`src/hw/rtl/u8lat_pkg.sv`:
```
`timescale 1ns / 1ps
`default_nettype none
// ----------------------------------------------------------------------------
// u8lat_pkg
// Shared types and constants for the UTF-8 Latin diacritic to ASCII block.
// ----------------------------------------------------------------------------
package u8lat_pkg;

    localparam int OUT_CAPACITY = 64;
    localparam int FIFO_DEPTH   = 4;

    localparam logic [7:0] B_NUL   = 8'h00;
    localparam logic [7:0] B_LEAD4 = 8'hC4;
    localparam logic [7:0] B_LEAD5 = 8'hC5;
    localparam logic [7:0] B_C_LO  = 8'h8D;
    localparam logic [7:0] B_C_LO2 = 8'h87;
    localparam logic [7:0] B_C_UP  = 8'h8C;
    localparam logic [7:0] B_C_UP2 = 8'h86;
    localparam logic [7:0] B_S_LO  = 8'hA1;
    localparam logic [7:0] B_S_UP  = 8'hA0;
    localparam logic [7:0] B_Z_LO  = 8'hBE;
    localparam logic [7:0] B_Z_UP  = 8'hBD;
    localparam logic [7:0] B_DJ_LO = 8'h91;
    localparam logic [7:0] B_DJ_UP = 8'h90;

    localparam logic [6:0] CH_NUL   = 7'h00;
    localparam logic [6:0] CH_QMARK = 7'h3F;
    localparam logic [6:0] CH_C_UP  = 7'h43;
    localparam logic [6:0] CH_D_UP  = 7'h44;
    localparam logic [6:0] CH_S_UP  = 7'h53;
    localparam logic [6:0] CH_Z_UP  = 7'h5A;
    localparam logic [6:0] CH_C_LO  = 7'h63;
    localparam logic [6:0] CH_D_LO  = 7'h64;
    localparam logic [6:0] CH_J_LO  = 7'h6A;
    localparam logic [6:0] CH_S_LO  = 7'h73;
    localparam logic [6:0] CH_Z_LO  = 7'h7A;
    localparam logic [6:0] CH_A_LO  = 7'h61;
    localparam logic [6:0] CASE_GAP = 7'h20;

    // one to two output characters produced by one input byte
    typedef struct packed {
        logic       two;
        logic [6:0] ch0;
        logic       last0;
        logic [6:0] ch1;
        logic       last1;
    } t_entry;

    typedef struct packed {
        logic full;
        logic empty;
    } t_fifo_stat;

endpackage
`default_nettype wire

```
`src/hw/rtl/u8lat_front.sv`:
```
`timescale 1ns / 1ps
`default_nettype none
// ----------------------------------------------------------------------------
// u8lat_front
// Accepts bytes, tracks held lead and string length, builds queue entries.
// ----------------------------------------------------------------------------
module u8lat_front #(
    parameter int OUT_CAPACITY = u8lat_pkg::OUT_CAPACITY
) (
    input  wire                   i_clk,
    input  wire                   i_rst_n,
    input  wire                   i_cfg_we,
    input  wire                   i_cfg_wdata,
    input  wire                   i_accept,
    input  wire  [7:0]            i_byte_in,
    output logic                  o_push,
    output u8lat_pkg::t_entry     o_entry
);

    localparam int CW = $clog2(OUT_CAPACITY);
    localparam logic [CW-1:0] CNT_FULL = CW'(OUT_CAPACITY - 1);
    localparam logic [CW-1:0] CNT_DJ   = CW'(OUT_CAPACITY - 2);

    typedef enum logic [2:0] {
        LEAD_NONE = 3'b001,
        LEAD_C4   = 3'b010,
        LEAD_C5   = 3'b100
    } t_lead;

    t_lead         r_lead, n_lead;
    logic [CW-1:0] r_cnt, n_cnt;
    logic          r_upper;

    logic [6:0]    res_ch   [2];
    logic          res_last [2];
    logic [1:0]    nres;
    logic          done;
    logic          use0;
    logic          full0;
    logic          full_a;
    logic [CW-1:0] cnt_a;
    logic          f_emit;
    logic [6:0]    f_ch;

    function automatic logic [6:0] up_if(input logic [6:0] ch, input logic up);
        logic [6:0] r;
        r = ch;
        if (up && ch >= u8lat_pkg::CH_A_LO && ch <= u8lat_pkg::CH_Z_LO) begin
            r = ch - u8lat_pkg::CASE_GAP;
        end
        return r;
    endfunction

    always_comb begin
        n_lead      = LEAD_NONE;
        n_cnt       = r_cnt;
        res_ch[0]   = u8lat_pkg::CH_NUL;
        res_ch[1]   = u8lat_pkg::CH_NUL;
        res_last[0] = 1'b0;
        res_last[1] = 1'b0;
        nres        = 2'd0;
        done        = 1'b0;
        use0        = 1'b0;
        cnt_a       = r_cnt;
        full_a      = 1'b0;
        f_emit      = 1'b0;
        f_ch        = u8lat_pkg::CH_QMARK;
        full0       = (r_cnt >= CNT_FULL);

        if (i_byte_in == u8lat_pkg::B_NUL) begin
            n_cnt = '0;
            if (r_lead != LEAD_NONE && !full0) begin
                res_ch[0]   = u8lat_pkg::CH_QMARK;
                res_ch[1]   = u8lat_pkg::CH_NUL;
                res_last[1] = 1'b1;
                nres        = 2'd2;
            end else begin
                res_ch[0]   = u8lat_pkg::CH_NUL;
                res_last[0] = 1'b1;
                nres        = 2'd1;
            end
        end else begin
            if (r_lead != LEAD_NONE && !full0) begin
                unique case (r_lead)
                    LEAD_C4: begin
                        if (i_byte_in == u8lat_pkg::B_C_LO || i_byte_in == u8lat_pkg::B_C_LO2) begin
                            res_ch[0] = up_if(u8lat_pkg::CH_C_LO, r_upper);
                            nres = 2'd1;
                            done = 1'b1;
                        end else if (i_byte_in == u8lat_pkg::B_C_UP ||
                                     i_byte_in == u8lat_pkg::B_C_UP2) begin
                            res_ch[0] = u8lat_pkg::CH_C_UP;
                            nres = 2'd1;
                            done = 1'b1;
                        end else if (i_byte_in == u8lat_pkg::B_DJ_LO && r_cnt < CNT_DJ) begin
                            res_ch[0] = up_if(u8lat_pkg::CH_D_LO, r_upper);
                            res_ch[1] = up_if(u8lat_pkg::CH_J_LO, r_upper);
                            nres = 2'd2;
                            done = 1'b1;
                        end else if (i_byte_in == u8lat_pkg::B_DJ_UP && r_cnt < CNT_DJ) begin
                            res_ch[0] = u8lat_pkg::CH_D_UP;
                            res_ch[1] = u8lat_pkg::CH_J_LO;
                            nres = 2'd2;
                            done = 1'b1;
                        end
                    end
                    LEAD_C5: begin
                        if (i_byte_in == u8lat_pkg::B_S_LO) begin
                            res_ch[0] = up_if(u8lat_pkg::CH_S_LO, r_upper);
                            nres = 2'd1;
                            done = 1'b1;
                        end else if (i_byte_in == u8lat_pkg::B_S_UP) begin
                            res_ch[0] = u8lat_pkg::CH_S_UP;
                            nres = 2'd1;
                            done = 1'b1;
                        end else if (i_byte_in == u8lat_pkg::B_Z_LO) begin
                            res_ch[0] = up_if(u8lat_pkg::CH_Z_LO, r_upper);
                            nres = 2'd1;
                            done = 1'b1;
                        end else if (i_byte_in == u8lat_pkg::B_Z_UP) begin
                            res_ch[0] = u8lat_pkg::CH_Z_UP;
                            nres = 2'd1;
                            done = 1'b1;
                        end
                    end
                    default: ;
                endcase
                if (!done) begin
                    res_ch[0] = u8lat_pkg::CH_QMARK;
                    nres      = 2'd1;
                    use0      = 1'b1;
                    cnt_a     = r_cnt + CW'(1);
                end
            end

            if (!done) begin
                full_a = (cnt_a >= CNT_FULL);
                if (!full_a) begin
                    if (!i_byte_in[7]) begin
                        f_emit = 1'b1;
                        f_ch   = up_if(i_byte_in[6:0], r_upper);
                    end else if (i_byte_in == u8lat_pkg::B_LEAD4) begin
                        n_lead = LEAD_C4;
                    end else if (i_byte_in == u8lat_pkg::B_LEAD5) begin
                        n_lead = LEAD_C5;
                    end else begin
                        f_emit = 1'b1;
                    end
                end
                if (f_emit) begin
                    if (use0) begin
                        res_ch[1] = f_ch;
                        nres      = 2'd2;
                    end else begin
                        res_ch[0] = f_ch;
                        nres      = 2'd1;
                    end
                end
            end
            n_cnt = r_cnt + CW'(nres);
        end
    end

    always_comb begin
        o_push        = i_accept && (nres != 2'd0);
        o_entry.two   = (nres == 2'd2);
        o_entry.ch0   = res_ch[0];
        o_entry.last0 = res_last[0];
        o_entry.ch1   = res_ch[1];
        o_entry.last1 = res_last[1];
    end

    always_ff @(posedge i_clk) begin
        if (!i_rst_n) begin
            r_lead  <= LEAD_NONE;
            r_cnt   <= '0;
            r_upper <= 1'b0;
        end else begin
            if (i_cfg_we) begin
                r_upper <= i_cfg_wdata;
            end
            if (i_accept) begin
                r_lead <= n_lead;
                r_cnt  <= n_cnt;
            end
        end
    end

endmodule
`default_nettype wire

```
`src/hw/rtl/u8lat_fifo.sv`:
```
`timescale 1ns / 1ps
`default_nettype none
// ----------------------------------------------------------------------------
// u8lat_fifo
// Short queue of character entries between front and back.
// ----------------------------------------------------------------------------
module u8lat_fifo #(
    parameter int FIFO_DEPTH = u8lat_pkg::FIFO_DEPTH
) (
    input  wire                     i_clk,
    input  wire                     i_rst_n,
    input  wire                     i_push,
    input  wire u8lat_pkg::t_entry  i_entry,
    input  wire                     i_pop,
    output u8lat_pkg::t_entry       o_entry,
    output u8lat_pkg::t_fifo_stat   o_stat
);

    localparam int AW = (FIFO_DEPTH > 1) ? $clog2(FIFO_DEPTH) : 1;
    localparam int NW = $clog2(FIFO_DEPTH + 1);
    localparam logic [AW-1:0] PTR_LAST = AW'(FIFO_DEPTH - 1);
    localparam logic [NW-1:0] NUM_FULL = NW'(FIFO_DEPTH);

    u8lat_pkg::t_entry r_mem [FIFO_DEPTH];
    logic [AW-1:0]     r_wp;
    logic [AW-1:0]     r_rp;
    logic [NW-1:0]     r_num;

    always_ff @(posedge i_clk) begin
        if (i_push) begin
            r_mem[r_wp] <= i_entry;
        end
    end

    always_ff @(posedge i_clk) begin
        if (!i_rst_n) begin
            r_wp  <= '0;
            r_rp  <= '0;
            r_num <= '0;
        end else begin
            if (i_push) begin
                r_wp <= (r_wp == PTR_LAST) ? '0 : r_wp + AW'(1);
            end
            if (i_pop) begin
                r_rp <= (r_rp == PTR_LAST) ? '0 : r_rp + AW'(1);
            end
            case ({i_push, i_pop})
                2'b10:   r_num <= r_num + NW'(1);
                2'b01:   r_num <= r_num - NW'(1);
                default: ;
            endcase
        end
    end

    assign o_entry      = r_mem[r_rp];
    assign o_stat.full  = (r_num == NUM_FULL);
    assign o_stat.empty = (r_num == '0);

endmodule
`default_nettype wire

```
`src/hw/rtl/u8lat_back.sv`:
```
`timescale 1ns / 1ps
`default_nettype none
// ----------------------------------------------------------------------------
// u8lat_back
// Unpacks queue entries into single characters on the output register.
// ----------------------------------------------------------------------------
module u8lat_back (
    input  wire                        i_clk,
    input  wire                        i_rst_n,
    input  wire u8lat_pkg::t_entry     i_entry,
    input  wire u8lat_pkg::t_fifo_stat i_stat,
    output logic                       o_pop,
    output logic                       o_valid,
    input  wire                        i_ready,
    output logic [6:0]                 o_char_out,
    output logic                       o_last
);

    logic       r_valid;
    logic [6:0] r_char;
    logic       r_last;
    logic       r_pend;
    logic [6:0] r_pchar;
    logic       r_plast;
    logic       load_free;

    assign load_free = !r_valid || i_ready;
    assign o_pop     = load_free && !r_pend && !i_stat.empty;

    always_ff @(posedge i_clk) begin
        if (!i_rst_n) begin
            r_valid <= 1'b0;
            r_pend  <= 1'b0;
        end else if (load_free) begin
            if (r_pend) begin
                r_valid <= 1'b1;
                r_pend  <= 1'b0;
            end else begin
                r_valid <= !i_stat.empty;
                r_pend  <= !i_stat.empty && i_entry.two;
            end
        end
    end

    always_ff @(posedge i_clk) begin
        if (load_free) begin
            if (r_pend) begin
                r_char <= r_pchar;
                r_last <= r_plast;
            end else begin
                r_char  <= i_entry.ch0;
                r_last  <= i_entry.last0;
                r_pchar <= i_entry.ch1;
                r_plast <= i_entry.last1;
            end
        end
    end

    assign o_valid    = r_valid;
    assign o_char_out = r_char;
    assign o_last     = r_last;

endmodule
`default_nettype wire

```
`src/hw/rtl/utf8_latin_diacritic_to_ascii.sv`:
```
`timescale 1ns / 1ps
`default_nettype none
// ----------------------------------------------------------------------------
// utf8_latin_diacritic_to_ascii
// UTF-8 Latin text to ASCII: diacritic letters map to base letters.
//
// Channel  | Handshake            | Payload
// ---------+----------------------+------------------------
// input    | i_valid / o_ready    | i_byte_in[7:0]
// output   | o_valid / i_ready    | o_char_out[6:0], o_last
// config   | i_cfg_we             | i_cfg_wdata
//
// One byte accepted per cycle while the queue has room; one character leaves
// per cycle while the receiver is ready; a byte that yields two characters
// holds the back end for both. A character is registered in the queue and
// then in the output register. Reset is synchronous and clears lead, count,
// queue and mode. Either side may stall; the FIFO_DEPTH-entry queue absorbs it.
// ----------------------------------------------------------------------------
module utf8_latin_diacritic_to_ascii #(
    parameter int OUT_CAPACITY = u8lat_pkg::OUT_CAPACITY,
    parameter int FIFO_DEPTH   = u8lat_pkg::FIFO_DEPTH
) (
    input  wire        i_clk,
    input  wire        i_rst_n,
    input  wire        i_cfg_we,
    input  wire        i_cfg_wdata,
    input  wire        i_valid,
    output logic       o_ready,
    input  wire  [7:0] i_byte_in,
    output logic       o_valid,
    input  wire        i_ready,
    output logic [6:0] o_char_out,
    output logic       o_last
);

    u8lat_pkg::t_entry     push_entry;
    u8lat_pkg::t_entry     pop_entry;
    u8lat_pkg::t_fifo_stat fifo_stat;
    logic                  push;
    logic                  pop;
    logic                  accept;

    assign o_ready = !fifo_stat.full;
    assign accept  = i_valid && o_ready;

    u8lat_front #(
        .OUT_CAPACITY (OUT_CAPACITY)
    ) u_front (
        .i_clk       (i_clk),
        .i_rst_n     (i_rst_n),
        .i_cfg_we    (i_cfg_we),
        .i_cfg_wdata (i_cfg_wdata),
        .i_accept    (accept),
        .i_byte_in   (i_byte_in),
        .o_push      (push),
        .o_entry     (push_entry)
    );

    u8lat_fifo #(
        .FIFO_DEPTH (FIFO_DEPTH)
    ) u_fifo (
        .i_clk   (i_clk),
        .i_rst_n (i_rst_n),
        .i_push  (push),
        .i_entry (push_entry),
        .i_pop   (pop),
        .o_entry (pop_entry),
        .o_stat  (fifo_stat)
    );

    u8lat_back u_back (
        .i_clk      (i_clk),
        .i_rst_n    (i_rst_n),
        .i_entry    (pop_entry),
        .i_stat     (fifo_stat),
        .o_pop      (pop),
        .o_valid    (o_valid),
        .i_ready    (i_ready),
        .o_char_out (o_char_out),
        .o_last     (o_last)
    );

`ifndef ASSERT_OFF
    a_no_overflow: assert property (@(posedge i_clk) disable iff (!i_rst_n)
        push |-> !fifo_stat.full)
        else $error("queue push while full");

    a_no_underflow: assert property (@(posedge i_clk) disable iff (!i_rst_n)
        pop |-> !fifo_stat.empty)
        else $error("queue pop while empty");

    a_term_zero: assert property (@(posedge i_clk) disable iff (!i_rst_n)
        (o_valid && o_last) |-> (o_char_out == u8lat_pkg::CH_NUL))
        else $error("terminator carries a nonzero character");

    a_entry_last: assert property (@(posedge i_clk) disable iff (!i_rst_n)
        (push && push_entry.two) |-> !push_entry.last0)
        else $error("terminator placed before a second character");
`endif

endmodule
`default_nettype wire

```
`config.mk`:
```
export PLATFORM = sky130hd
export DESIGN_NAME = utf8_latin_diacritic_to_ascii
export DESIGN_NICKNAME = d
export VERILOG_FILES = /design/src/hw/rtl/u8lat_pkg.sv /design/src/hw/rtl/u8lat_front.sv /design/src/hw/rtl/u8lat_fifo.sv /design/src/hw/rtl/u8lat_back.sv /design/src/hw/rtl/utf8_latin_diacritic_to_ascii.sv
export SDC_FILE = /design/constraint.sdc
export NUM_CORES = 1
export LEC_CHECK = 0
export ABC_AREA = 1
export BUFFER_PORTS_ARGS = -buffer_cell sky130_fd_sc_hd__buf_4
export CAP_MARGIN = 40
export CORE_MARGIN = 3
export CORE_UTILIZATION = 45
export DETAILED_ROUTE_END_ITERATION = 8
export SETUP_SLACK_MARGIN = 0.3
export SYNTH_ARGS = -nofsm -noshare
export SYNTH_HDL_FRONTEND = slang
export SYNTH_SLANG_ARGS = --single-unit
```
`constraint.sdc`:
```
create_clock -name i_clk -period 3.2 [get_ports i_clk]
set_input_delay 0.32 -clock i_clk [delete_from_list [all_inputs] [get_ports i_clk]]
set_output_delay 0.32 -clock i_clk [all_outputs]
set_load 0.1 [all_outputs]
```
=== Word level (Yosys, flattened, before mapping) ===
Memory sizes are Yosys's and may differ from the RTL's. A register that Yosys moved wholly into a read port is not among the register bits.
Index checks and enable logic that the tools add are counted.

* Memories: 1
* Flip-flop bits (word level): 35
* Word-level logic and storage cells: 161
* Bits in writable memories: 68
* Output and inout port bits: 10

* Multiplexer cells: 91
* $add $sub $neg: 7
* Bitwise gates (word level): 1
* Magnitude comparators: 5
* Equal/unequal tests: 21
* Reduce and logical (&&, ||, !) cells: 23

{| class="wikitable"
|+ Memory list
! memory !! words !! bits a word !! rd ports !! clocked after Yosys merged registers in !! wr ports !! line !! RTL
|-
| u_fifo.r_mem || 4 || 17 || 1 || 1 || 1 || u8lat_fifo.sv:24 || <nowiki>u8lat_pkg::t_entry r_mem [FIFO_DEPTH];</nowiki>
|}

{| class="wikitable"
|+ Operators by type and width
! operator !! count
|-
| 7-bit two-way mux || 16
|-
| 8-bit == test (second input constant) || 12
|-
| 14-bit two-way mux || 6
|-
| 6-bit two-way mux || 10
|-
| 2-bit two-way mux || 20
|-
| 1-bit two-way mux || 29
|-
| 3-bit two-way mux || 6
|-
| 7-bit case mux with 2 select lines || 1
|-
| 6-bit >= comparator (second input constant) || 2
|-
| 1-bit logical AND || 10
|-
| 2-bit == test (second input constant) || 4
|-
| 8-bit zero test || 1
|-
| 7-bit >= comparator (second input constant) || 1
|-
| 7-bit less-or-equal comparator (second input constant) || 1
|-
| 7-bit by 6-bit subtractor with 7-bit output (second input constant) || 1
|-
| 6-bit by 1-bit adder with 6-bit output (second input constant) || 1
|-
| 6-bit by 2-bit adder with 6-bit output || 1
|-
| 3-bit == test (second input constant) || 2
|-
| 6-bit less-than comparator (second input constant) || 1
|-
| 3-bit case mux with 2 select lines || 1
|-
| 1-bit zero test || 5
|-
| 2-bit by 1-bit adder with 2-bit output (second input constant) || 2
|-
| 2-bit case mux with 2 select lines || 1
|-
| 2-bit nonzero test || 2
|-
| other kinds (10) || 12
|}

=== Depth between registers and ports, before layout ===
Gate-level depths: netlist of run 1.

* Depth after elaboration: 24
* Depth in mapped cells: 22

=== Cells and area by module ===
Synthesis of run 1 repeated with hierarchy kept, for this count alone.

* Cells, all modules: 511
* Area, all modules: 5052.3 um2

{| class="wikitable"
|+ By module, submodules not included
! module !! seq. area each (um2) !! instances !! area each (um2) !! cells an instance
|-
| u8lat_fifo || 2222.1 || 1 || 3041.7 || 224
|-
| u8lat_front || 200.2 || 1 || 1312.5 || 228
|-
| u8lat_back || 520.5 || 1 || 684.4 || 56
|-
| utf8_latin_diacritic_to_ascii || 0.0 || 1 || 13.8 || 3
|}

=== Worst setup path after synthesis of run 1 ===
OpenSTA, ideal clock, no wires.

* Path kind: register to register
* Start point: reg u_fifo.r_num[0]
* End point: reg u_fifo.r_num[2]
* Slack: 10 ps
* Cell stages (with the launch flop): 14
* Arrival: 3068 ps
* Library setup time: 122 ps
* Path through: dfxtp_1 inv_1 nand3_1 nand2_1 inv_1 clkbuf_1 nand2_4 ha_1 inv_1 fa_1 a21oi_1 o21ai_0 o21ai_0 a21oi_1

* Longest elaborated chain between the ends: 6

{| class="wikitable"
|+ Ends and longest elaborated chain
! what !! line !! RTL
|-
| start, declared || u8lat_fifo.sv:27 || <nowiki>logic [NW-1:0] r_num;</nowiki>
|-
| start signal, assigned || u8lat_fifo.sv:48 || <nowiki>2'b10: r_num <= r_num + NW'(1);</nowiki>
|-
| start signal, assigned || u8lat_fifo.sv:49 || <nowiki>2'b01: r_num <= r_num - NW'(1);</nowiki>
|-
| 3-bit == test (*) || u8lat_fifo.sv:56 || <nowiki>assign o_stat.full = (r_num == NUM_FULL);</nowiki>
|-
| 1-bit zero test (*) || utf8_latin_diacritic_to_ascii.sv:43 || <nowiki>assign o_ready = !fifo_stat.full;</nowiki>
|-
| via o_ready || utf8_latin_diacritic_to_ascii.sv:28 || <nowiki>output logic o_ready,</nowiki>
|-
| 1-bit logical AND (*) || utf8_latin_diacritic_to_ascii.sv:44 || <nowiki>assign accept = i_valid && o_ready;</nowiki>
|-
| 1-bit logical AND (*) || u8lat_front.sv:165 || <nowiki>o_push = i_accept && (nres != 2'd0);</nowiki>
|-
| 2-bit by 1-bit == test with 1-bit output or 2-bit == test (tied branches) || u8lat_fifo.sv:47 || <nowiki>case ({i_push, i_pop})</nowiki>
|-
| 3-bit case mux with 2 select lines or 2-bit nonzero test (tied branches) || -- ||
|}

The timed path passes the listed nets; every way through them passes the cells marked *.
A chain may end at the register's enable or synchronous reset.

=== Final worst setup path of run 1 ===
* Start point: reg u_front.r_cnt[1]
* End point: reg u_front.r_cnt[4]

* Longest elaborated chain between the ends: 21

{| class="wikitable"
|+ Ends and longest elaborated chain
! what !! line !! RTL
|-
| start, declared || u8lat_front.sv:31 || <nowiki>logic [CW-1:0] r_cnt, n_cnt;</nowiki>
|-
| start signal, assigned || u8lat_front.sv:184 || <nowiki>r_cnt <= n_cnt;</nowiki>
|-
| 6-bit less-than comparator || u8lat_front.sv:95, u8lat_front.sv:100 ||
|-
| 1-bit logical AND || u8lat_front.sv:100 || <nowiki>end else if (i_byte_in == u8lat_pkg::B_DJ_UP && r_cnt < CNT_DJ) begin</nowiki>
|-
| 1-bit two-way mux || u8lat_front.sv:100 ||
|-
| 1-bit two-way mux || u8lat_front.sv:95 || <nowiki>end else if (i_byte_in == u8lat_pkg::B_DJ_LO && r_cnt < CNT_DJ) begin</nowiki>
|-
| 1-bit two-way mux || u8lat_front.sv:90 || <nowiki>end else if (i_byte_in == u8lat_pkg::B_C_UP ||</nowiki>
|-
| 1-bit two-way mux || u8lat_front.sv:86 || <nowiki>if (i_byte_in == u8lat_pkg::B_C_LO || i_byte_in == u8lat_pkg::B_C_LO2) begin</nowiki>
|-
| 1-bit case mux with 2 select lines || u8lat_front.sv:84 || <nowiki>unique case (r_lead)</nowiki>
|-
| 1-bit two-way mux || u8lat_front.sv:83 || <nowiki>if (r_lead != LEAD_NONE && !full0) begin</nowiki>
|-
| [... 5 more ...] || -- ||
|-
| 1-bit two-way mux || u8lat_front.sv:138 || <nowiki>if (!full_a) begin</nowiki>
|-
| 1-bit two-way mux || u8lat_front.sv:136 || <nowiki>if (!done) begin</nowiki>
|-
| 1-bit two-way mux || u8lat_front.sv:70 || <nowiki>if (i_byte_in == u8lat_pkg::B_NUL) begin</nowiki>
|-
| 2-bit two-way mux || u8lat_front.sv:150 || <nowiki>if (f_emit) begin</nowiki>
|-
| 2-bit two-way mux || u8lat_front.sv:136 ||
|-
| 2-bit two-way mux || u8lat_front.sv:70 ||
|-
| 6-bit by 2-bit adder with 6-bit output (*) || u8lat_front.sv:160 || <nowiki>n_cnt = r_cnt + CW'(nres);</nowiki>
|-
| 6-bit two-way mux (*) || u8lat_front.sv:70 ||
|}

Every way passes the cells marked *; elsewhere a longest branch is shown, timed or not. The select of a mux whose other input is x is not followed.

==> results.sh, run 1 <==
export IMPL_cts_max_path_buffers=2
export IMPL_drtPass1Iterations=5
export IMPL_hold_viol=0
export IMPL_io_pins=24
export IMPL_vdd_ir_drop_max_uv=438
export IMPL_setup_viol=0
export IMPL_tritoncts_clock_tree="built"
export IMPL_numPlacedInstances=689
export IMPL_route_met2_wl_microns=5570
export IMPL_timing_critical_path_from_type="flip-flop"
export IMPL_yosys_warnings=0
export IMPL_final_slew_viol_count=0
export IMPL_worstRegToRegCells=20
export IMPL_antenna_diode_count=0
export IMPL_post_synth_inst_count=525
export IMPL_ys_seq_area_frac=0.588
export IMPL_area_growth_syn_to_layout_pct=14.5
export IMPL_detail_route_wirelength_microns=11100
export IMPL_initial_utilization=0.474
export IMPL_tritoncts_buffer_count=9
export IMPL_floorplan_die_width_microns=111
export IMPL_synth_top_cells_by_count="nor2_1, edfxtp_1, nand2_1, inv_1, o21ai_0"
export IMPL_cts_root_buf="clkbuf_8"
export IMPL_drt_drc_violations_left=0
export IMPL_status="finished, final reports clean"
export IMPL_grt_overflow_total=0
export IMPL_initial_antenna_violation_count=0
export IMPL_timing_setup_critical_path_class="flip-flop to flip-flop"
export IMPL_detailroute_via_count=3721
export IMPL_first_global_vias=3513
export IMPL_post_synth_fa_ha_maj_area_fraction=0.0330
export IMPL_row_count=37
export IMPL_critical_path_required_ns=3.45
export IMPL_timing_critical_path_arrival_ns=3.06
export IMPL_timing_rr_end="u_front.r_cnt[4]"
export IMPL_critical_path_reg2reg_startpoint="u_front.r_cnt[1]"
export IMPL_synth_distinct_cells=36
export IMPL_totalPowerFinal_mw=4.15
export IMPL_syn_nets=551
export IMPL_power_density_cell_area_nw_per_um2=725
export IMPL_setup_tns_final_ns=0
export IMPL_synth_area_leaders="edfxtp_1, dfxtp_1, nor2_1"
export IMPL_worstSkewPairLatency_ns=0.36
export IMPL_number_of_drc_violations_after_detailed_routing_iteration_0=242
export IMPL_clock_fmax_mhz=356
export IMPL_post_synth_xor_area_fraction=0
export IMPL_period_minus_slack_ns=2.81
export IMPL_total_leakage_power_nw=2.23
export IMPL_r2r_setup_slack_ns=0.39
export IMPL_maxUsedRoutingLayer="met4"
export IMPL_clkSlewWorstSetupHoldPaths_ns=0.08
export IMPL_cap_violations=0
export IMPL_setup_worst_path_end_class="flip-flop"
export IMPL_ys_ff_latch=105
export IMPL_synthMuxAreaShare=0
export IMPL_synth_edf_count=84
export IMPL_first_pass_grt_wire_length_microns=17900
export IMPL_detail_route_antenna_nets=0
export IMPL_dp_hpwl_microns=7750
export IMPL_place_gp_congestion=0.876
export IMPL_post_place_ws_ns=0.0928
export IMPL_routedWlPerCell_microns=15.7
export IMPL_finalCritPeriodShare=0.878
export IMPL_met3WireLength_microns=490
export IMPL_die_area_sq_um=12400
export IMPL_relSlewSlack=0.565
export IMPL_worstMarginPinSlew_ns=0.646
export IMPL_post_route_worst_setup_slack_ns=0.390
export IMPL_timing_hold_worst_class="primary input to flip-flop"
export IMPL_synth_most_common_cell="nor2_1"
export IMPL_synth_async_sr_flop_share=0
export IMPL_rsz0062_at_grt="yes"
export IMPL_design_core_area_sq_um=10600
export IMPL_avgViaCountPerCell=5.23
export IMPL_layout_drive_gt1_share=0.188
export IMPL_path_max_fanout=5
export IMPL_clock_sinks=105
export IMPL_synth_top_family_by_area="simple AND/OR/NAND/NOR gates"
export IMPL_netlist_top_cell_by_area="edfxtp_1"
export IMPL_synthesized_area_fraction_occupied_by_ao_oa_aoi_and_oai_cells=0.125
export IMPL_synth_top_flop_cell="edfxtp_1"
export IMPL_track_usage=0.182
export IMPL_finish_net_count=598
export IMPL_synth_top_area_frac=0.504
export IMPL_route_layer_met1_wl_microns=4910
export IMPL_syn_avg_cell_area_sq_um=9.53
export IMPL_crit_path_end="u_front.r_cnt[4]"
export IMPL_skew_ns=0.0105
export IMPL_netlist_area_sq_um=5000
export IMPL_portBuffers=23
export IMPL_cts_hold_fix_buffers=0
export IMPL_worstSetupStartpoint="u_front.r_cnt[1]"
export IMPL_hold_slack_ns=0.189
export IMPL_h_tree_depth=3
export IMPL_fill_cells=972
export IMPL_instances_no_fill=712
export IMPL_yosys_area_share_simple=0.197
export IMPL_die_y_microns=111
export IMPL_grt_max_degree=36
[layout by cell type (no fill, tap or decap), types with 3 or more instances in the layout]
| cell | n |
|---|---|
| o21ai_0 | 48 |
| a21oi_1 | 23 |
| nand2_2 | 8 |
| ha_1 | 8 |
| nand3_1 | 17 |
| clkbuf_8 | 9 |
| nor2_4 | 5 |
| clkbuf_1 | 3 |
| buf_4 | 48 |
| nor2_1 | 103 |
| dfxtp_1 | 17 |
| o21ai_1 | 6 |
| nor2_2 | 5 |
| inv_2 | 9 |
| a211oi_1 | 3 |
| dfxtp_2 | 3 |
| nand2_1 | 65 |
| inv_1 | 50 |
| o22ai_1 | 10 |
| a31oi_1 | 11 |
| nand3_2 | 4 |
| nor3_1 | 7 |
| edfxtp_1 | 84 |
[through the flow]
stage | area (sq um) | util
floorplan | 5010 | -
global placement | 5420 | 0.514
detailed placement | 5450 | 0.516
finish | 5730 | 0.543
global route | 5730 | 0.543
CTS | 5620 | 0.532
[state kept, by name, summed over array words and instances, names as in the netlist, named ones only]
register	cells
u_front.r_lead	3
u_fifo.r_mem	68
u_back.o_valid	1
u_back.r_pend	1
u_back.r_pchar	7
u_front.r_cnt	6
u_fifo.r_wp	2
u_back.o_last	1
u_back.o_char_out	7
u_fifo.r_rp	2
u_fifo.r_num	3
u_front.r_upper	1
u_back.r_plast	1
[critical path, cell delays in order, from the launching register on]
cell     delay, ns
dfxtp_4       0.37
ha_2          0.18
inv_1         0.11
nor2_4        0.04
nand2_1       0.06
nand2_2       0.07
nor2_1        0.12
nand3_2       0.09
nand2_1       0.08
nand2_2       0.07
nand2_4       0.12
nor2_4        0.06
or2_1         0.22
nand2_1       0.07
ha_2          0.17
inv_1         0.05
fa_2          0.34
nor3_2        0.21
nand2_1       0.10
o21ai_1       0.13
a21oi_1       0.05
[worst min path at each step]
stage,start,to,slack [ns],cells after the start
after floorplan,i_rst_n,u_front.r_lead[0],0.42,1
after global placement,u_front.r_lead[1],u_front.r_lead[1],0.46,2
after detailed placement,u_front.r_lead[1],u_front.r_lead[1],0.47,2
after CTS,i_cfg_wdata,u_front.r_upper,0.17,3
after global routing,i_cfg_wdata,u_front.r_upper,0.21,3
final,i_cfg_wdata,u_front.r_upper,0.19,3
[per-layer routing]
| metal | up-vias | GRT usage |
|---|---|---|
| li1 | 1890 | - |
| met2 | 82 | 0.302 |
| met5 | - | 0 |
| met1 | 1737 | 0.241 |
| met4 | 0 | 0.0714 |
| met3 | 12 | 0.0288 |
[cells by family (layout without fill, tap and decap cells)]
kind of cell | count (synthesis) | after routing
AOI/OAI and AO/OA | 109 | 109
adders and majority gates | 12 | 12
buffers and inverters | 73 | 124
DFF | 105 | 105
and+or+nand+nor | 226 | 226
[layout make-up]
cell class	count	area, sq um	share of cell area
Sequential cell	105	2950	0.515
Inverter	60	226	0.0395
Tap cell	136	170	0.0297
Clock inverter	3	18.8	0.00328
Multi-Input combinational cell	347	1840	0.321
Timing Repair Buffer	49	388	0.0677
Clock buffer	12	135	0.0236
[report_power, final]
group | internal, mW | switching, mW
clock network | 0.278 | 0.414
registers | 1.80 | 0.0834
logic | 0.428 | 1.15
total | 2.51 | 1.64
[repair_timing]
item | CTS | global route
resized for setup | 5 | 22
pin swaps | 0 | 6
setup buffers | 0 | 8
endpoints found under the setup margin | 4 | 7
Note: power is estimated with default switching activity, not from simulation.
==> inputs of run 2 (changes only) <==
--- a/config.mk
+++ b/config.mk
@@ -8,7 +8,7 @@
 export ABC_AREA = 1
 export BUFFER_PORTS_ARGS = -buffer_cell sky130_fd_sc_hd__buf_4
 export CAP_MARGIN = 40
-export CORE_MARGIN = 3
+export CORE_MARGIN = 4
 export CORE_UTILIZATION = 45
 export DETAILED_ROUTE_END_ITERATION = 8
 export SETUP_SLACK_MARGIN = 0.3
==> run 2 against run 1 <==
  * Core utilization decreased by 0.055 points
  * Design area grew 2.6%
  * Sequential cell count stayed put
  * Final cell count up 0.84%
  * Worst setup slack got worse by 0.067 ns
  * Power rose by 2.3%
  * Non-clock buffer count increased by 4
  * Sequential power is essentially flat
  * Hold slack lost 0.00090 ns
  * Critical endpoint unchanged
  * Clock skew about the same
==> results.sh, run 2 (synthesis results as in run 1) <==
export IMPL_status="finished, final reports clean"
export IMPL_layout_commonest_cell="nor2_1"
export IMPL_share_seq_of_total_power=0.445
export IMPL_cp_num_cells=19
export IMPL_vdd_ir_drop_max_uv=488
export IMPL_grt_overflow_total=0
export IMPL_cts_hold_fix_buffers=0
export IMPL_crit_chain="ha_4 > nand2_1 > a21oi_2 > nor2_2 > nand2_1 > nor2_2 > nor2_2 > nand2_2 > nand2_4 > nor2_4 > or2_1 > nand2_1 > ha_2 > inv_2 > fa_2 > nor3_4 > nand2_1 > o21ai_1 > a21oi_1"
export IMPL_period_minus_slack_ns=2.88
export IMPL_cts_root_buf="clkbuf_8"
export IMPL_tritoncts_buffer_count=9
export IMPL_clkSlewWorstSetupHoldPaths_ns=0.10
export IMPL_dp_hpwl_microns=7670
export IMPL_hold_viol=0
export IMPL_timing_critical_path_slowest_stage_cell="fa_2"
export IMPL_cap_violations=0
export IMPL_p_int_mw=2.58
export IMPL_hold_path_cell_count=3
export IMPL_worstMarginPinSlew_ns=0.602
export IMPL_share_clk_of_total_power=0.180
export IMPL_area_growth_syn_to_layout_pct=17.5
export IMPL_antenna_diode_count=0
export IMPL_setup_viol=0
export IMPL_drtPass1Iterations=4
export IMPL_h_tree_depth=3
export IMPL_finish_net_count=602
export IMPL_timing_critical_path_from_type="flip-flop"
export IMPL_critical_path_top_delay_family="simple AND/OR/NAND/NOR gates"
export IMPL_max_reg_flops=68
export IMPL_critical_path_required_ns=3.46
export IMPL_avgViaCountPerCell=5.33
export IMPL_timing_critical_path_arrival_ns=3.14
export IMPL_timing_setup_critical_path_class="flip-flop to flip-flop"
export IMPL_largest_register_by_flop_count="u_fifo.r_mem"
export IMPL_place_gp_congestion=0.923
export IMPL_total_leakage_power_nw=2.29
export IMPL_detail_route_antenna_nets=0
export IMPL_clock_sinks=105
export IMPL_clock_fmax_mhz=348
export IMPL_setup_tns_final_ns=0
export IMPL_switching_power_mw=1.67
export IMPL_drt_drc_violations_left=0
export IMPL_design_core_area_sq_um=10800
export IMPL_numPlacedInstances=692
export IMPL_worstRegToRegCells=19
export IMPL_setup_worst_path_end_class="flip-flop"
export IMPL_routedWlPerCell_microns=15.9
export IMPL_die_area_sq_um=12900
export IMPL_instances_no_fill=718
export IMPL_first_pass_grt_wire_length_microns=18300
export IMPL_track_usage=0.182
export IMPL_final_slew_viol_count=0
export IMPL_switching_share=0.394
export IMPL_timing_hold_worst_class="primary input to flip-flop"
export IMPL_grt_max_degree=36
export IMPL_detail_route_wirelength_microns=11400
export IMPL_worstPathBufferInverterCount=1
export IMPL_crit_path_frequent_cell="nand2_1"
export IMPL_post_route_util=0.542
export IMPL_initial_antenna_violation_count=0
export IMPL_path_max_fanout=5
export IMPL_initial_utilization=0.461
export IMPL_portBuffers=23
export IMPL_cpPeakStageDelay_ns=0.41
export IMPL_io_pins=24
export IMPL_detailroute_via_count=3825
export IMPL_power_combinational_fraction=0.376
export IMPL_floorplan_die_width_microns=113
export IMPL_power_density_cell_area_nw_per_um2=723
export IMPL_tritoncts_clock_tree="built"
export IMPL_number_of_drc_violations_after_detailed_routing_iteration_0=266
export IMPL_cts_max_path_buffers=2
export IMPL_layout_drive_gt1_share=0.228
export IMPL_skew_ns=0.0102
export IMPL_rsz0062_at_grt="yes"
export IMPL_worstSkewPairLatency_ns=0.36
export IMPL_finalCritPeriodShare=0.899
export IMPL_first_global_vias=3668
export IMPL_relSlewSlack=0.595
export IMPL_layout_cells_most_common_list="nor2_1, edfxtp_1, nand2_1"
export IMPL_die_y_microns=113
export IMPL_row_count=38
==> run 2: cell count changes in the layout (fill, tap and decap cells not counted), moves of 3 or more <==
cell,before,now
inv_4,0,3
dfxtp_1,17,13
nor2_2,5,9
nor2_1,103,99
dfxtp_4,1,4
nand2_1,65,62
inv_1,50,46
clkbuf_1,3,0
==> run 2: area by class of cell <==
cell class              count  area, sq um
inverters                  60          233
multi-input cells         347         1920
fillers                   952         4960
repair buffers             53          413
well taps                 140          175
clock buffers               9          124
flip-flops and latches    105         2960
clock inverters             4         47.5
==> run 2: worst reg2reg max path: cells and delay by family, from the launching register on <==
family	cells	cell delay, ns
AND/OR/NAND/NOR	12	1.15
adder cells (fa/ha/maj)	3	0.85
flip-flops	1	0.38
AO/OA/AOI/OAI	3	0.34
buffers and inverters	1	0.04
==> run 2: through the flow <==
| step | worst slack [ns] | hold slack, ns | instance area, sq um | power (mW) |
|---|---|---|---|---|
| after floorplan | 0.349 | 0.419 | 5010 | 3.05 |
| after global placement | 0.142 | 0.461 | 5420 | 3.41 |
| after detailed placement | 0.0618 | 0.472 | 5430 | 3.46 |
| after CTS | 0.306 | 0.173 | 5640 | 4.22 |
| after global routing | 0.183 | 0.210 | 5880 | 4.51 |
| final | 0.323 | 0.188 | 5880 | 4.25 |
==> run 2: path summary, 6_finish.rpt <==
path                                       start          endpoint  slack (ns)
worst max-delay path            u_front.r_cnt[1]  u_front.r_cnt[4]        0.32
worst min register to register     u_back.r_pend     u_back.r_pend        0.49
worst max register to register  u_front.r_cnt[1]  u_front.r_cnt[4]        0.32
worst min-delay path                 i_cfg_wdata   u_front.r_upper        0.19
==> run 2: layer usage <==
| metal | vias to the layer above | GRT usage | routed length (microns) |
|---|---|---|---|
| li1 | 1900 | - | - |
| met1 | 1785 | 0.237 | 5060 |
| met2 | 120 | 0.308 | 5540 |
| met3 | 20 | 0.0366 | 600 |
| met4 | 0 | 0.0577 | 192 |
| met5 | - | 0 | 0 |
==> run 2: power groups by stage <==
stage	logic, mW	registers (mW)	clock network [mW]
finish	1.60	1.89	0.763
global route	1.75	1.91	0.850
CTS	1.56	1.89	0.781
detailed placement	1.54	1.92	0
global placement	1.50	1.91	0
floorplan	0.726	2.33	0
==> run 2: timing repair <==
| action | 4_1_cts | 5_1_grt |
|---|---|---|
| setup buffers | 2 | 11 |
| gates resized for setup | 9 | 51 |
| pin swaps | 1 | 22 |
| endpoints found under the setup margin | 4 | 7 |
==> inputs of run 3 (changes only) <==
--- a/config.mk
+++ b/config.mk
@@ -8,6 +8,7 @@
 export ABC_AREA = 1
 export BUFFER_PORTS_ARGS = -buffer_cell sky130_fd_sc_hd__buf_4
 export CAP_MARGIN = 40
+export CORE_ASPECT_RATIO = 1.1
 export CORE_MARGIN = 4
 export CORE_UTILIZATION = 45
 export DETAILED_ROUTE_END_ITERATION = 8
==> run 3 against run 2 <==
  * Clock skew down 0.00094 ns
  * Hold slack better by 0.024 ns
  * Maximum frequency up 2.1%
  * Sequential cell count unchanged
  * Wire length down 0.54%
  * Critical path depth up 2
  * Count of clock-buffer cells in the layout unchanged
  * Non-clock buffer count down 4
  * First-iteration DRC count down 26%
  * Register-to-register slack better by 0.06 ns
  * Largest power group unchanged
  * Design area up 1.7%
  * Global-route usage down 0.12 points
  * Critical path type unchanged
==> results.sh, run 3 (synthesis results as in run 1) <==
export IMPL_worst_hold_path_endpoint="u_front.r_upper"
export IMPL_hold_path_cell_count=3
export IMPL_hold_wc_startpoint="i_cfg_wdata"
export IMPL_path_max_fanout=5
export IMPL_totalPowerFinal_mw=4.67
export IMPL_dp_hpwl_microns=7670
export IMPL_drt_drc_violations_left=0
export IMPL_area_growth_syn_to_layout_pct=19.5
export IMPL_avgViaCountPerCell=5.16
export IMPL_track_usage=0.181
export IMPL_cts_hold_fix_buffers=0
export IMPL_timing_setup_critical_path_class="flip-flop to flip-flop"
export IMPL_detailroute_via_count=3739
export IMPL_tritoncts_buffer_count=9
export IMPL_finalCritPeriodShare=0.880
export IMPL_status="finished, final reports clean"
export IMPL_clock_sinks=105
export IMPL_number_of_drc_violations_after_detailed_routing_iteration_0=198
export IMPL_cts_max_path_buffers=2
export IMPL_post_route_util=0.548
export IMPL_worstMarginPinSlew_ns=0.589
export IMPL_skew_ns=0.00927
export IMPL_setup_tns_final_ns=0
export IMPL_hold_viol=0
export IMPL_relSlewSlack=0.603
export IMPL_worstSetupStartpoint="u_front.r_cnt[1]"
export IMPL_power_density_cell_area_nw_per_um2=781
export IMPL_cap_violations=0
export IMPL_r2r_setup_slack_ns=0.38
export IMPL_layout_commonest_cell="nor2_1"
export IMPL_die_y_microns=119
export IMPL_fill_cells=1011
export IMPL_grt_overflow_total=0
export IMPL_die_area_sq_um=12900
export IMPL_critical_path_reg2reg_startpoint="u_front.r_cnt[1]"
export IMPL_timing_rr_end="u_front.r_cnt[4]"
export IMPL_initial_antenna_violation_count=0
export IMPL_detail_route_wirelength_microns=11300
export IMPL_period_minus_slack_ns=2.82
export IMPL_setup_worst_path_end_class="flip-flop"
export IMPL_antenna_diode_count=0
export IMPL_floorplan_die_width_microns=109
export IMPL_rsz0062_at_grt="yes"
export IMPL_first_pass_grt_wire_length_microns=17900
export IMPL_timing_critical_path_from_type="flip-flop"
export IMPL_row_count=40
export IMPL_detail_route_antenna_nets=0
export IMPL_routedWlPerCell_microns=15.7
export IMPL_cts_root_buf="clkbuf_16"
export IMPL_grt_max_degree=35
export IMPL_timing_critical_path_arrival_ns=3.05
export IMPL_finish_net_count=598
export IMPL_place_gp_congestion=0.887
export IMPL_total_leakage_power_nw=2.33
export IMPL_layout_drive_gt1_share=0.227
export IMPL_worstRegToRegCells=21
export IMPL_critical_path_required_ns=3.43
export IMPL_timing_hold_worst_class="primary input to flip-flop"
export IMPL_io_pins=24
export IMPL_layout_cells_most_common_list="nor2_1, edfxtp_1, nand2_1"
export IMPL_initial_utilization=0.458
export IMPL_design_core_area_sq_um=10900
export IMPL_final_slew_viol_count=0
export IMPL_clkSlewWorstSetupHoldPaths_ns=0.07
export IMPL_h_tree_depth=3
export IMPL_clock_fmax_mhz=355
export IMPL_first_global_vias=3568
export IMPL_max_reg_flops=68
export IMPL_setup_viol=0
export IMPL_largest_register_by_flop_count="u_fifo.r_mem"
export IMPL_tritoncts_clock_tree="built"
export IMPL_portBuffers=23
export IMPL_vdd_ir_drop_max_uv=381
export IMPL_worstSkewPairLatency_ns=0.34
export IMPL_drtPass1Iterations=4
[run 3: report_power, final]
| group | internal (mW) | switching (mW) | leakage [nW] |
|---|---|---|---|
| Sequential | 1.80 | 0.0896 | 0.965 |
| Combinational | 0.422 | 1.16 | 1.21 |
| Clock | 0.693 | 0.498 | 0.153 |
[run 3: stage by stage]
step	hold slack [ns]	cell area, sq um	setup WS, ns	instances
floorplan	0.419	5010	0.349	525
finish	0.212	5980	0.383	724
global placement	0.458	5420	0.145	697
detailed placement	0.458	5450	0.0281	698
global route	0.239	5980	0.184	724
CTS	0.196	5810	0.326	716
[run 3: routing by layer]
| metal | up-vias | wire length, microns | GRT usage |
|---|---|---|---|
| li1 | 1891 | - | - |
| met1 | 1778 | 4810 | 0.229 |
| met2 | 66 | 6140 | 0.311 |
| met3 | 4 | 341 | 0.0360 |
| met4 | 0 | 40 | 0.0529 |
| met5 | - | 0 | 0 |
[run 3: timing repair]
item                                    4_1_cts  5_1_grt
endpoints found under the setup margin        4        6
buffers inserted                              2        8
gates resized for setup                       6       43
hold endpoints to repair                      0        0
pin swaps                                     1       13
[run 3: worst max path at each step]
stage | slack [ns] | to | depth (start not counted)
2_1_floorplan | 0.35 | u_front.r_cnt[4] | 21
3_3_place_gp | 0.15 | u_front.r_cnt[4] | 21
3_5_place_dp | 0.03 | u_front.r_cnt[4] | 21
4_1_cts | 0.33 | u_front.r_cnt[4] | 20
5_1_grt | 0.18 | u_front.r_cnt[4] | 22
6_report | 0.38 | u_front.r_cnt[4] | 21
[run 3: critical path, cell delays in order, from the launching register on]
cell and delay [ns]:
dfxtp_4 0.39, ha_4 0.15, inv_2 0.05, nor2_4 0.08, nand2_1 0.06, nand2_2 0.09
nor2_2 0.04, nand2_1 0.08, nor2_2 0.04, nor2_2 0.09, nand2_2 0.07, nand2_4 0.11
nor2_4 0.05, or2_1 0.24, nand2_1 0.07, ha_2 0.18, inv_2 0.05, fa_2 0.41
nor3_4 0.16, nand2_2 0.09, o21ai_2 0.14, a21oi_1 0.05
[run 3: cell type report]
type,instances,area (sq um),share of cell area
sequential,105,2960,0.495
timing repair buffer,49,388,0.0649
clock inverter,7,101,0.0170
tap,147,184,0.0308
clock buffer,9,225,0.0377
inverter,60,229,0.0383
multi-input combinational,347,1890,0.317
